## src/hdl/msie_ram.sv

```systemverilog
module msie_ram #(
    parameter int WIDTH = 8,
    parameter int DEPTH = 256
) (
    input  logic                     clk,
    input  logic                     we,
    input  logic [$clog2(DEPTH)-1:0] waddr,
    input  logic [WIDTH-1:0]         wdata,
    input  logic                     re,
    input  logic [$clog2(DEPTH)-1:0] raddr,
    output logic [WIDTH-1:0]         rdata
);

    logic [WIDTH-1:0] mem [DEPTH];

    always_ff @(posedge clk)
    begin
        if (we)
        begin
            mem[waddr] <= wdata;
        end
        if (re)
        begin
            rdata <= mem[raddr];
        end
    end

endmodule

```

## config.mk

```make
export PLATFORM = sky130hd
export DESIGN_NAME = msie_ram
export DESIGN_NICKNAME = d
export VERILOG_FILES = /design/src/hdl/msie_ram.sv
export SDC_FILE = /design/constraint.sdc
export NUM_CORES = 2
export LEC_CHECK = 0
export BUFFER_PORTS_ARGS = -buffer_cell sky130_fd_sc_hd__buf_2
export CORE_MARGIN = 8
export CORE_UTILIZATION = 45
export CTS_BUF_LIST = sky130_fd_sc_hd__clkbuf_4
export DETAILED_ROUTE_END_ITERATION = 7
export PLACE_DENSITY_LB_ADDON = 0.1
export SETUP_SLACK_MARGIN = 0.5
export SLEW_MARGIN = 20
export SYNTH_ARGS = -nofsm -noshare
export SYNTH_HDL_FRONTEND = slang
export SYNTH_SLANG_ARGS = --single-unit
```

## constraint.sdc

```tcl
create_clock -name clk -period 2.33 [get_ports clk]
set_clock_uncertainty 0.1 [all_clocks]
set_input_delay 0.233 -clock clk [delete_from_list [all_inputs] [get_ports clk]]
set_output_delay 0.233 -clock clk [all_outputs]
set_load 0.01 [all_outputs]
```

==> run_results.csv <==
group,metric,value,unit
timing,setup_viol,9,
timing,period_minus_slack,2.51,ns
critical_path,start_kind,"flop",
detailed_routing,drt_iter0_drc,4035,
power_and_ir_drop,power_density,795,nW/um^2
timing,hold_viol,0,
grt,grt_pass1_vias,44500,
synth,syn_inst,3733,
cells_and_area,final_cell_mix,"edfxtp_1, clkbuf_4, buf_4",
cts,clock_latency,1.34,ns
cells_and_area,areaGrowthSynthToFinish,20.7,%
timing,finalHoldWorstSlack,0.154,ns
critical_path,startpoint,"mem[66][7]",
hold_path,worstHoldPathType,"in -> reg",
job,drv_cap,0,
timing,tightest_slew,0.942,ns
synth,synth_edf_count,2056,
detailed_routing,wl,217000,um
timing,grt_setup_unrepaired,"true",
floorplanning,die-area,191000,um^2
cts,numCtsBuffers,557,
cts,h-tree-depth,6,
placed_design,place.gp.congestion,0.834,
critical_path,regToRegSetupSlack,-0.18,ns
critical_path,cp_max_fo,1,
floorplanning,die_h,437,um
floorplanning,start_util,45.3,%
grt,grt_max_degree,99,
grt,overflow,0,
synth,ys.flop_type,"edfxtp_1",
timing,slew_viol_final,0,
timing,max_freq,0.398,GHz
critical_path,required,3.28,ns
cts,clk_pin_slew,0.08,ns
floorplanning,row_count,154,
detailed_routing,viasPerCell,5.65,
placed_design,io_buffers,34,
critical_path,reg2reg_depth,6,
synth,synth_area_per_cell,21.3,um^2
synth,synth_area,79600,um^2
cts,cts_tree,"yes",
critical_path,r2r-start,"mem[66][7]",
critical_path,cp-endpoint,"rdata[7]",
cts,cts_root_buf,"clkbuf_4",
power_and_ir_drop,peakVddDrop,555,uV
synth,yosys_register_bits,2056,
floorplanning,io_pins,35,
grt,antenna_found_initial,11,
timing,maxSlewHeadroom,37.2,%
synth,async_reset_ff_share,0,%
outcome,status,"finished, violations left",
floorplanning,core_area,176000,um^2
detailed_routing,drtAntennaViolNets,0,
power_and_ir_drop,p_leak,31.6,nW
timing,tns,-0.951,ns
cells_and_area,num-fill-cells,13900,
cts,cts_buffer_depth,4,
detailed_routing,via_count,42400,
synth,seq_area_frac_synth,77.5,%
floorplanning,die_w,437,um
critical_path,end_kind,"flop",
timing,fin_crit_sh,108,%
outcome,violations,"setup timing",
grt,grt_usage,22.4,%
cells_and_area,drive_gt1_share,42.4,%
cells_and_area,layout.nets,4833,
critical_path,worstSetupPathType,"reg -> reg",
synth,syn-num-nets,3760,
grt,grt_pass1_wl,312000,um
detailed_routing,wl_per_cell,28.9,um
critical_path,crit_arrival,3.46,ns
detailed_routing,remaining_drc_errors,0,
cts,cts.sink_count,2056,
placed_design,dpl.hpwl,139000,um
timing,timing.final.ws_setup,-0.180,ns
critical_path,timing.rr.end,"rdata[7]",
detailed_routing,dr.pass1.iters,7,
cells_and_area,final_common_cell,"edfxtp_1",
synth,synth_warnings,0,
synth,synthDistinctLibCells,54,
==> how the worst min path moves through the flow <==
| stage | from | to | slack, ns | cells after the start |
|---|---|---|---|---|
| global placement | wdata[2] | mem[141][2] | 0.39 | 1 |
| detailed placement | wdata[2] | mem[141][2] | 0.39 | 1 |
| global route | raddr[4] | rdata[7] | 0.06 | 5 |
| CTS | raddr[4] | rdata[0] | 0.003 | 7 |
| floorplan | wdata[0] | mem[0][0] | 0.23 | 0 |
| finish | raddr[4] | rdata[0] | 0.15 | 7 |
==> where the power goes <==
part           leakage (nW)  internal [mW]  switching [mW]
Sequential             18.5           40.8          0.0546
Combinational          9.13           1.94            2.77
Clock                  3.97           16.4            14.4
==> per-stage QoR <==
step / setup slack [ns] / util (%) / cells / cell area [um^2] / total power [mW]
2_1_floorplan: 0.0396 / - / 3733 / 80600 / 43.7
3_3_place_gp: -1.33 / 50.2 / 6539 / 88400 / 46.1
3_5_place_dp: -1.32 / 50.2 / 6539 / 88400 / 46.1
4_1_cts: -0.335 / 54.5 / 7488 / 95900 / 77.3
5_1_grt: -0.282 / 54.7 / 7503 / 96100 / 79.3
6_report: -0.180 / 54.7 / 7505 / 96200 / 76.4
==> area by class of cell <==
| type | count | area, um^2 | area share, % |
|---|---|---|---|
| diodes | 17 | 42.5 | 0.0442 |
| repair buffers | 747 | 7110 | 7.39 |
| clock buffers | 788 | 5920 | 6.15 |
| multi-input cells | 1442 | 17700 | 18.4 |
| flip-flops and latches | 2056 | 61700 | 64.2 |
| well taps | 2340 | 2930 | 3.05 |
| inverters | 2 | 7.51 | 0.00781 |
| clock inverters | 113 | 678 | 0.705 |
==> kinds of logic after synthesis <==
kind of cell / share of synthesized area (%)
flip-flops: 77.5
multiplexers: 14.6
AND/OR/NAND/NOR: 2.63
AO/OA/AOI/OAI: 3.42
buffers and inverters: 1.83
==> routing by layer <==
| layer | vias up | GRT usage [%] | part of all wire [%] |
|---|---|---|---|
| li1 | 18200 | - | - |
| met5 | - | 0 | 0.012 |
| met2 | 1514 | 36.2 | 49 |
| met4 | 4 | 7.43 | 2.5 |
| met3 | 330 | 5.06 | 6.7 |
| met1 | 22300 | 30.4 | 42 |
==> cells in the mapped netlist, types with 10 or more instances <==
cell      count  area share, %
mux2i_1     134            1.7
o22ai_1      28           0.22
a21oi_1      96           0.60
buf_6        21           0.30
o211ai_1     10          0.094
nand3_1      34           0.21
nor3_1       22           0.14
nor2_1      282            1.3
o21ai_0      10          0.063
a221oi_1     13           0.14
a22oi_1     133            1.3
edfxtp_1   2056             78
buf_8        13           0.25
buf_1        22           0.10
buf_2        31           0.19
o221ai_1     46           0.51
clkbuf_1    111           0.52
a211oi_1     16           0.15
buf_4        27           0.25
nor2b_1      31           0.24
nand4_1      10          0.079
mux4_2      454             13
nor4_1       24           0.19
nand2_1      33           0.16
==> state kept, by name, indices dropped and copies added (netlist names) <==
signal	flops
rdata	8
mem	2048
==> critical path, stage by stage (launching register included) <==
cell,delay (ns)
edfxtp_1,0.38
mux4_2,0.50
mux4_2,0.51
nor2b_4,0.16
nor4_4,0.38
buf_4,0.19
nor4_1,0.04
==> what timing repair did <==
action                                  CTS  global route
endpoints found under the hold margin  4112          1216
hold buffers                             48             1
pin swaps                                25            25
gates resized for setup                  67            35
buffers inserted                          0             0
setup endpoints to repair                16            24
Note: power is estimated with default switching activity, not from simulation.
