`src/hdl/msie_pkg.sv`:
```
package msie_pkg;

    localparam int DATA_BYTES = 1024;
    localparam int ADDR_W     = $clog2(DATA_BYTES);
    localparam int ROWS       = DATA_BYTES / 4;
    localparam int ROW_W      = ADDR_W - 2;

    localparam int IN_RAW_W   = 2 + 32 + 8 + 32;
    localparam int IN_W       = (IN_RAW_W + 7) / 8 * 8;
    localparam int OUT_RAW_W  = 32 + 1 + 1 + 5 + 32 + 1 + ADDR_W + 32;
    localparam int OUT_W      = (OUT_RAW_W + 7) / 8 * 8;

    localparam logic [1:0] ACT_EXEC    = 2'd0;
    localparam logic [1:0] ACT_LOAD    = 2'd1;
    localparam logic [1:0] ACT_RESTART = 2'd2;

    localparam logic REG_START_PC   = 1'b0;
    localparam logic REG_STACK_INIT = 1'b1;

    localparam logic [4:0] GPR_SP = 5'd29;
    localparam logic [4:0] GPR_RA = 5'd31;

    localparam logic [5:0] OP_RTYPE = 6'h00;
    localparam logic [5:0] OP_J     = 6'h02;
    localparam logic [5:0] OP_JAL   = 6'h03;
    localparam logic [5:0] OP_BEQ   = 6'h04;
    localparam logic [5:0] OP_BNE   = 6'h05;
    localparam logic [5:0] OP_BGTZ  = 6'h07;
    localparam logic [5:0] OP_ADDI  = 6'h08;
    localparam logic [5:0] OP_ADDIU = 6'h09;
    localparam logic [5:0] OP_SLTI  = 6'h0A;
    localparam logic [5:0] OP_ANDI  = 6'h0C;
    localparam logic [5:0] OP_ORI   = 6'h0D;
    localparam logic [5:0] OP_NORI  = 6'h0E;
    localparam logic [5:0] OP_LUI   = 6'h0F;
    localparam logic [5:0] OP_LB    = 6'h20;
    localparam logic [5:0] OP_LH    = 6'h21;
    localparam logic [5:0] OP_LW    = 6'h23;
    localparam logic [5:0] OP_LBU   = 6'h24;
    localparam logic [5:0] OP_LHU   = 6'h25;
    localparam logic [5:0] OP_SB    = 6'h28;
    localparam logic [5:0] OP_SH    = 6'h29;
    localparam logic [5:0] OP_SW    = 6'h2B;
    localparam logic [5:0] OP_HALT  = 6'h3F;

    localparam logic [5:0] FN_SLL  = 6'h00;
    localparam logic [5:0] FN_SRL  = 6'h02;
    localparam logic [5:0] FN_SRA  = 6'h03;
    localparam logic [5:0] FN_JR   = 6'h08;
    localparam logic [5:0] FN_ADD  = 6'h20;
    localparam logic [5:0] FN_ADDU = 6'h21;
    localparam logic [5:0] FN_SUB  = 6'h22;
    localparam logic [5:0] FN_AND  = 6'h24;
    localparam logic [5:0] FN_OR   = 6'h25;
    localparam logic [5:0] FN_XOR  = 6'h26;
    localparam logic [5:0] FN_NOR  = 6'h27;
    localparam logic [5:0] FN_NAND = 6'h28;
    localparam logic [5:0] FN_SLT  = 6'h2A;

    // Encoded as access length in bytes minus one.
    typedef enum logic [1:0] {
        SZ_BYTE = 2'd0,
        SZ_HALF = 2'd1,
        SZ_WORD = 2'd3
    } msize_t;

    typedef struct packed {
        logic [31:0]       pc_next;
        logic              halt_next;
        logic              reg_we;
        logic [4:0]        reg_dest;
        logic [31:0]       reg_value;
        logic              is_load;
        msize_t            ld_size;
        logic              ld_signed;
        logic [ADDR_W-1:0] rd_base;
        logic              mem_we;
        logic [ADDR_W-1:0] mem_base;
        msize_t            mem_size;
        logic [31:0]       mem_wdata;
        logic [31:0]       mem_value;
    } exec_res_t;

endpackage

```
`src/hdl/msie_exec.sv`:
```
module msie_exec (
    input  logic [1:0]          action,
    input  logic [31:0]         instr,
    input  logic [7:0]          load_index,
    input  logic [31:0]         load_data,
    input  logic [31:0]         pc,
    input  logic                halt,
    input  logic [31:0]         op_a,
    input  logic [31:0]         op_b,
    input  logic [31:0]         start_pc,
    input  logic [31:0]         stack_init,
    output msie_pkg::exec_res_t res
);

    always_comb
    begin
        logic [5:0]  op;
        logic [5:0]  fn;
        logic [4:0]  rt;
        logic [4:0]  rd;
        logic [4:0]  sh;
        logic [15:0] imm;
        logic [31:0] simm;
        logic [31:0] ea;
        logic [31:0] pc4;
        logic [31:0] tgt;
        logic [31:0] ld_addr;
        logic        wr;
        logic [4:0]  wdest;
        logic [31:0] wval;

        op      = instr[31:26];
        rt      = instr[20:16];
        rd      = instr[15:11];
        sh      = instr[10:6];
        fn      = instr[5:0];
        imm     = instr[15:0];
        simm    = {{16{imm[15]}}, imm};
        ea      = op_a + simm;
        pc4     = pc + 32'd4;
        tgt     = pc4 + {simm[29:0], 2'b00};
        ld_addr = {22'd0, load_index, 2'b00};
        wr      = 1'b0;
        wdest   = '0;
        wval    = '0;

        res           = '0;
        res.pc_next   = pc;
        res.halt_next = halt;
        res.ld_size   = msie_pkg::SZ_WORD;
        res.mem_size  = msie_pkg::SZ_WORD;
        res.rd_base   = ea[msie_pkg::ADDR_W-1:0];

        unique case (action)
            msie_pkg::ACT_LOAD:
            begin
                res.mem_we    = 1'b1;
                res.mem_base  = ld_addr[msie_pkg::ADDR_W-1:0];
                res.mem_wdata = load_data;
                res.mem_value = load_data;
            end
            msie_pkg::ACT_RESTART:
            begin
                res.pc_next   = start_pc;
                res.halt_next = 1'b0;
                wr            = 1'b1;
                wdest         = msie_pkg::GPR_SP;
                wval          = stack_init;
            end
            msie_pkg::ACT_EXEC:
            begin
                if (!halt)
                begin
                    res.pc_next = pc4;
                    wdest       = rt;
                    unique case (op)
                        msie_pkg::OP_HALT:
                        begin
                            res.halt_next = 1'b1;
                            res.pc_next   = pc;
                        end
                        msie_pkg::OP_RTYPE:
                        begin
                            wr    = 1'b1;
                            wdest = rd;
                            unique case (fn)
                                msie_pkg::FN_ADD,
                                msie_pkg::FN_ADDU: wval = op_a + op_b;
                                msie_pkg::FN_SUB:  wval = op_a - op_b;
                                msie_pkg::FN_AND:  wval = op_a & op_b;
                                msie_pkg::FN_OR:   wval = op_a | op_b;
                                msie_pkg::FN_XOR:  wval = op_a ^ op_b;
                                msie_pkg::FN_NOR:  wval = ~(op_a | op_b);
                                msie_pkg::FN_NAND: wval = ~(op_a & op_b);
                                msie_pkg::FN_SLT:
                                    wval = {31'd0, $signed(op_a) < $signed(op_b)};
                                msie_pkg::FN_SLL:  wval = op_b << sh;
                                msie_pkg::FN_SRL:  wval = op_b >> sh;
                                msie_pkg::FN_SRA:  wval = $unsigned($signed(op_b) >>> sh);
                                msie_pkg::FN_JR:
                                begin
                                    wr          = 1'b0;
                                    res.pc_next = op_a;
                                end
                                default:           wr = 1'b0;
                            endcase
                        end
                        msie_pkg::OP_J:
                            res.pc_next = {pc4[31:28], instr[25:0], 2'b00};
                        msie_pkg::OP_JAL:
                        begin
                            res.pc_next = {pc4[31:28], instr[25:0], 2'b00};
                            wr          = 1'b1;
                            wdest       = msie_pkg::GPR_RA;
                            wval        = pc4;
                        end
                        msie_pkg::OP_ADDI,
                        msie_pkg::OP_ADDIU:
                        begin
                            wr   = 1'b1;
                            wval = ea;
                        end
                        msie_pkg::OP_LW, msie_pkg::OP_LH, msie_pkg::OP_LHU,
                        msie_pkg::OP_LB, msie_pkg::OP_LBU:
                        begin
                            wr            = 1'b1;
                            res.is_load   = 1'b1;
                            res.ld_signed = (op == msie_pkg::OP_LH) ||
                                            (op == msie_pkg::OP_LB);
                            if (op == msie_pkg::OP_LW)
                            begin
                                res.ld_size = msie_pkg::SZ_WORD;
                            end
                            else if ((op == msie_pkg::OP_LH) || (op == msie_pkg::OP_LHU))
                            begin
                                res.ld_size = msie_pkg::SZ_HALF;
                            end
                            else
                            begin
                                res.ld_size = msie_pkg::SZ_BYTE;
                            end
                        end
                        msie_pkg::OP_SW:
                        begin
                            res.mem_we    = 1'b1;
                            res.mem_base  = ea[msie_pkg::ADDR_W-1:0];
                            res.mem_size  = msie_pkg::SZ_WORD;
                            res.mem_wdata = op_b;
                            res.mem_value = op_b;
                        end
                        msie_pkg::OP_SH:
                        begin
                            res.mem_we    = 1'b1;
                            res.mem_base  = ea[msie_pkg::ADDR_W-1:0];
                            res.mem_size  = msie_pkg::SZ_HALF;
                            res.mem_wdata = op_b;
                            res.mem_value = {16'd0, op_b[15:0]};
                        end
                        msie_pkg::OP_SB:
                        begin
                            res.mem_we    = 1'b1;
                            res.mem_base  = ea[msie_pkg::ADDR_W-1:0];
                            res.mem_size  = msie_pkg::SZ_BYTE;
                            res.mem_wdata = op_b;
                            res.mem_value = {24'd0, op_b[7:0]};
                        end
                        msie_pkg::OP_LUI:
                        begin
                            wr   = 1'b1;
                            wval = {imm, 16'd0};
                        end
                        msie_pkg::OP_ANDI:
                        begin
                            wr   = 1'b1;
                            wval = op_a & {16'd0, imm};
                        end
                        msie_pkg::OP_ORI:
                        begin
                            wr   = 1'b1;
                            wval = op_a | {16'd0, imm};
                        end
                        msie_pkg::OP_NORI:
                        begin
                            wr   = 1'b1;
                            wval = ~(op_a | {16'd0, imm});
                        end
                        msie_pkg::OP_SLTI:
                        begin
                            wr   = 1'b1;
                            wval = {31'd0, $signed(op_a) < $signed(simm)};
                        end
                        msie_pkg::OP_BEQ:
                        begin
                            if (op_a == op_b)
                            begin
                                res.pc_next = tgt;
                            end
                        end
                        msie_pkg::OP_BNE:
                        begin
                            if (op_a != op_b)
                            begin
                                res.pc_next = tgt;
                            end
                        end
                        msie_pkg::OP_BGTZ:
                        begin
                            if (!op_a[31] && (op_a != 32'd0))
                            begin
                                res.pc_next = tgt;
                            end
                        end
                        default:
                        begin
                        end
                    endcase
                end
            end
            default:
            begin
            end
        endcase

        // Writes to register zero are dropped and not reported.
        if (wr && (wdest != 5'd0))
        begin
            res.reg_we    = 1'b1;
            res.reg_dest  = wdest;
            res.reg_value = wval;
        end
        else
        begin
            res.is_load = 1'b0;
        end
    end

endmodule

```
`config.mk`:
```
export PLATFORM = sky130hd
export DESIGN_NAME = msie_exec
export DESIGN_NICKNAME = d
export VERILOG_FILES = /design/src/hdl/msie_pkg.sv /design/src/hdl/msie_exec.sv
export SDC_FILE = /design/constraint.sdc
export NUM_CORES = 1
export LEC_CHECK = 0
export BUFFER_PORTS_ARGS = -buffer_cell sky130_fd_sc_hd__buf_2
export CAP_MARGIN = 40
export CORE_UTILIZATION = 48
export DETAILED_ROUTE_END_ITERATION = 8
export GPL_ROUTABILITY_DRIVEN = 0
export PLACE_DENSITY_LB_ADDON = 0.05
export RECOVER_POWER = 50
export SYNTH_ARGS = -nofsm -noshare
export SYNTH_HDL_FRONTEND = slang
export SYNTH_SLANG_ARGS = --single-unit
```
`constraint.sdc`:
```
create_clock -name vclk -period 7.2
set_input_delay 0.36 -clock vclk [all_inputs]
set_output_delay 0.36 -clock vclk [all_outputs]
set_load 0.1 [all_outputs]
```
==> metrics.md <==
| Metric | Value |
|---|---|
| CORE AREA | 36700 um2 |
| Starting density of the core | approximately half |
| Dominant cell type by area after synthesis | ha_1 |
| Layout area overhead | 11.3% |
| Distinct cells, synth | 87 |
| Register area | 0 um2 |
| Vias in the first global route | around 22k |
| Post-CTS Hold Buffers | 0 |
| Compound-Gate Fraction of Synth Area | approximately 40% |
| CTS resizes | 0 |
| Total Power | around 1900 uW |
| Synth warn | 0 |
| Power Density | between 90 and 100 nW/um2 |
| Pre-antenna DRT Iters | 6 |
| Die height | about 200 um |
| Row cnt | 70 |
| Gr usage total | about 48% |
| Initial antenna violation count | 8 |
| Mean Syn Cell Area | approximately 6.6 um2 |
| Synth area leaders | ha_1, a21oi_1, nor2_1 |
| LEAKAGE | between 0.008 and 0.009 uW |
| Area occupied by multi-input gates | 16500 um2 |
| Hold Path Depth | 4 |
| Min-Delay Path Class | in -> out |
| Post-synth top area share | roughly 14% |
| Final Critical Period | 6140 ps |
| Most frequent cells in the layout | buf_2, nor2_1, a21oi_1 |
| CP startpoint kind | input port |
| RSZ-0062 raised after global routing | false |
| Share of cells above drive strength 1 | ~16% |
| I/O pin total | between 300 and 400 |
| Mapped Cells | approximately 2.7k |
| VDD IR-drop max | between 0.15 and 0.2 mV |
| CP Max Fanout | 35 |
| DIE AREA | 38100 um2 |
| Post-DP HPWL | roughly 75000 um |
| Worst Hold Path EP | res[134] |
| # fillers | approximately 3.8k |
| Final net count | between 3k and 4k |
| Violated checks | capacitance limit, slew limit |
| Relative slew slack | -16.8% |
| # port buffers | 397 |
| Adder-Cell Fraction of Synth Area | 14.8% |
| Top sig layer | met4 |
| Final antenna-violating net count | 0 |
| Commonest non-fill, non-tap cell in the layout | buf_2 |
| Fin crit share | 85.3% |
| Mux share of post-synthesis cell area | 10.7% |
| 1st-iter DRT viols | approximately 3.4k |
| WL/cell | approximately 28 um |
| Routed WL | about 96000 um |
| Status | finished with violations |
| Worst hold start | start_pc[4] |
| Max Fclk | approximately 160 MHz |
| Part of the Yosys area used for sequential elements | 0% |
| First-pass GRT wire length | around 140000 um |
| Kind of critical path | in -> out |
| Die W | around 200 um |
| Post-CTS setup repair buffer count | 0 |
| Syn nets | between 3k and 4k |
| Largest net degree at the start of global routing | 80 |
| Main combinational cell family by area after synthesis | compound AO/OA/AOI/OAI gates |
| Final hold slack | around 1200 ps |
| WL met1 | between 30000 and 40000 um |
| Xor and xnor area share after synthesis | ~6.2% |
| CP arrival | 5780 ps |
| DRC viols | 0 |
| Seq cells | 0 |
| Worst slew pin tran | ~1800 ps |
| MaxCap Viol Count | 1 |
| Vias per Instance | approximately 7.3 |
| WP data required | ~7000 ps |
| Grt total ovfl | 0 |
| Wire length on met2 | between 30000 and 40000 um |
| Fin. Hold Viols | 0 |
| Vias | 24.7k |
| Slew Limit Fails | 25 |
| Clkbuf count | 0 |
| Endpoints failing setup | 0 |
| Worst setup EP type | output port |
| Post-Syn Area | 17900 um2 |
| Setup Total Neg Slack | 0 ps |
| Post-synthesis simple-gate area fraction | 20.1% |
| Met3 WL post-DR | ~14000 um |
## metal layers
metal	global-route usage [%]	vias to the layer above
met5	0	-
met4	34.4	0
met3	13.1	476
met2	67.1	2127
met1	61.5	11500
li1	-	10600
## through the flow
stage	cell area [um2]	instances	worst slack (ps)	utilization, %
after floorplan	17900	2699	442	-
after global placement	19900	3381	1890	54.3
after detailed placement	20000	3387	1830	54.5
after CTS	20000	3387	1820	54.5
after global routing	19900	3397	847	54.3
final	19900	3399	1060	54.3
## report_power, final
group / switching (uW) / leakage (uW) / internal (uW) / total, uW
Clock: 0 / 0.0000000634 / 0.000187 / 0.000187
Combinational: 1330 / 0.00854 / 529 / 1860
Sequential: 0 / 0 / 0 / 0
Total: 1330 / 0.00854 / 529 / 1860
## kinds of logic after synthesis
logic type               count (synthesis)
AO/OA/AOI/OAI                         1057
XOR/XNOR                               127
adder cells (fa/ha/maj)                209
buffers and inverters                  382
multiplexers                           154
AND/OR/NAND/NOR                        770
## critical path: stages
cell,delay (ps)
clkbuf_1,1230
buf_4,720
a22oi_1,150
o32ai_1,220
and3_1,200
buf_4,350
inv_1,250
nor2_1,660
nand2_1,400
a31oi_1,560
a221o_1,190
buf_2,430
## layout make-up
| cell class | instances | share of cell area [%] |
|---|---|---|
| well taps | 468 | 2.94 |
| diodes | 10 | 0.126 |
| inverters | 162 | 3.05 |
| multi-input cells | 2317 | 82.5 |
| repair buffers | 442 | 11.4 |
## synthesized netlist by cell type, types with 27 or more instances
cell type / number
nor2_1: 275
a21oi_1: 268
ha_1: 205
o21ai_0: 198
nand2_1: 192
clkbuf_1: 174
inv_1: 158
xnor2_1: 99
mux2i_1: 90
a221oi_1: 74
a22o_1: 65
o22ai_1: 64
nor3_1: 57
nand3_1: 45
a211oi_1: 43
a21o_1: 39
mux2_2: 37
a31oi_1: 33
o211ai_1: 32
o221ai_1: 32
o21bai_1: 30
a22oi_1: 29
xor2_1: 28
mux4_2: 27
nand4_1: 27
nor4_1: 27
## worst max path at each step
stage	from	endpoint	slack [ps]	depth (start not counted)
final	instr[1]	res[108]	1060	12
after global routing	instr[1]	res[160]	850	14
after CTS	pc[2]	res[161]	1820	19
after detailed placement	pc[2]	res[161]	1830	19
after global placement	pc[5]	res[160]	1890	18
after floorplan	instr[29]	res[117]	440	11
(Power assumes the default switching activity.)
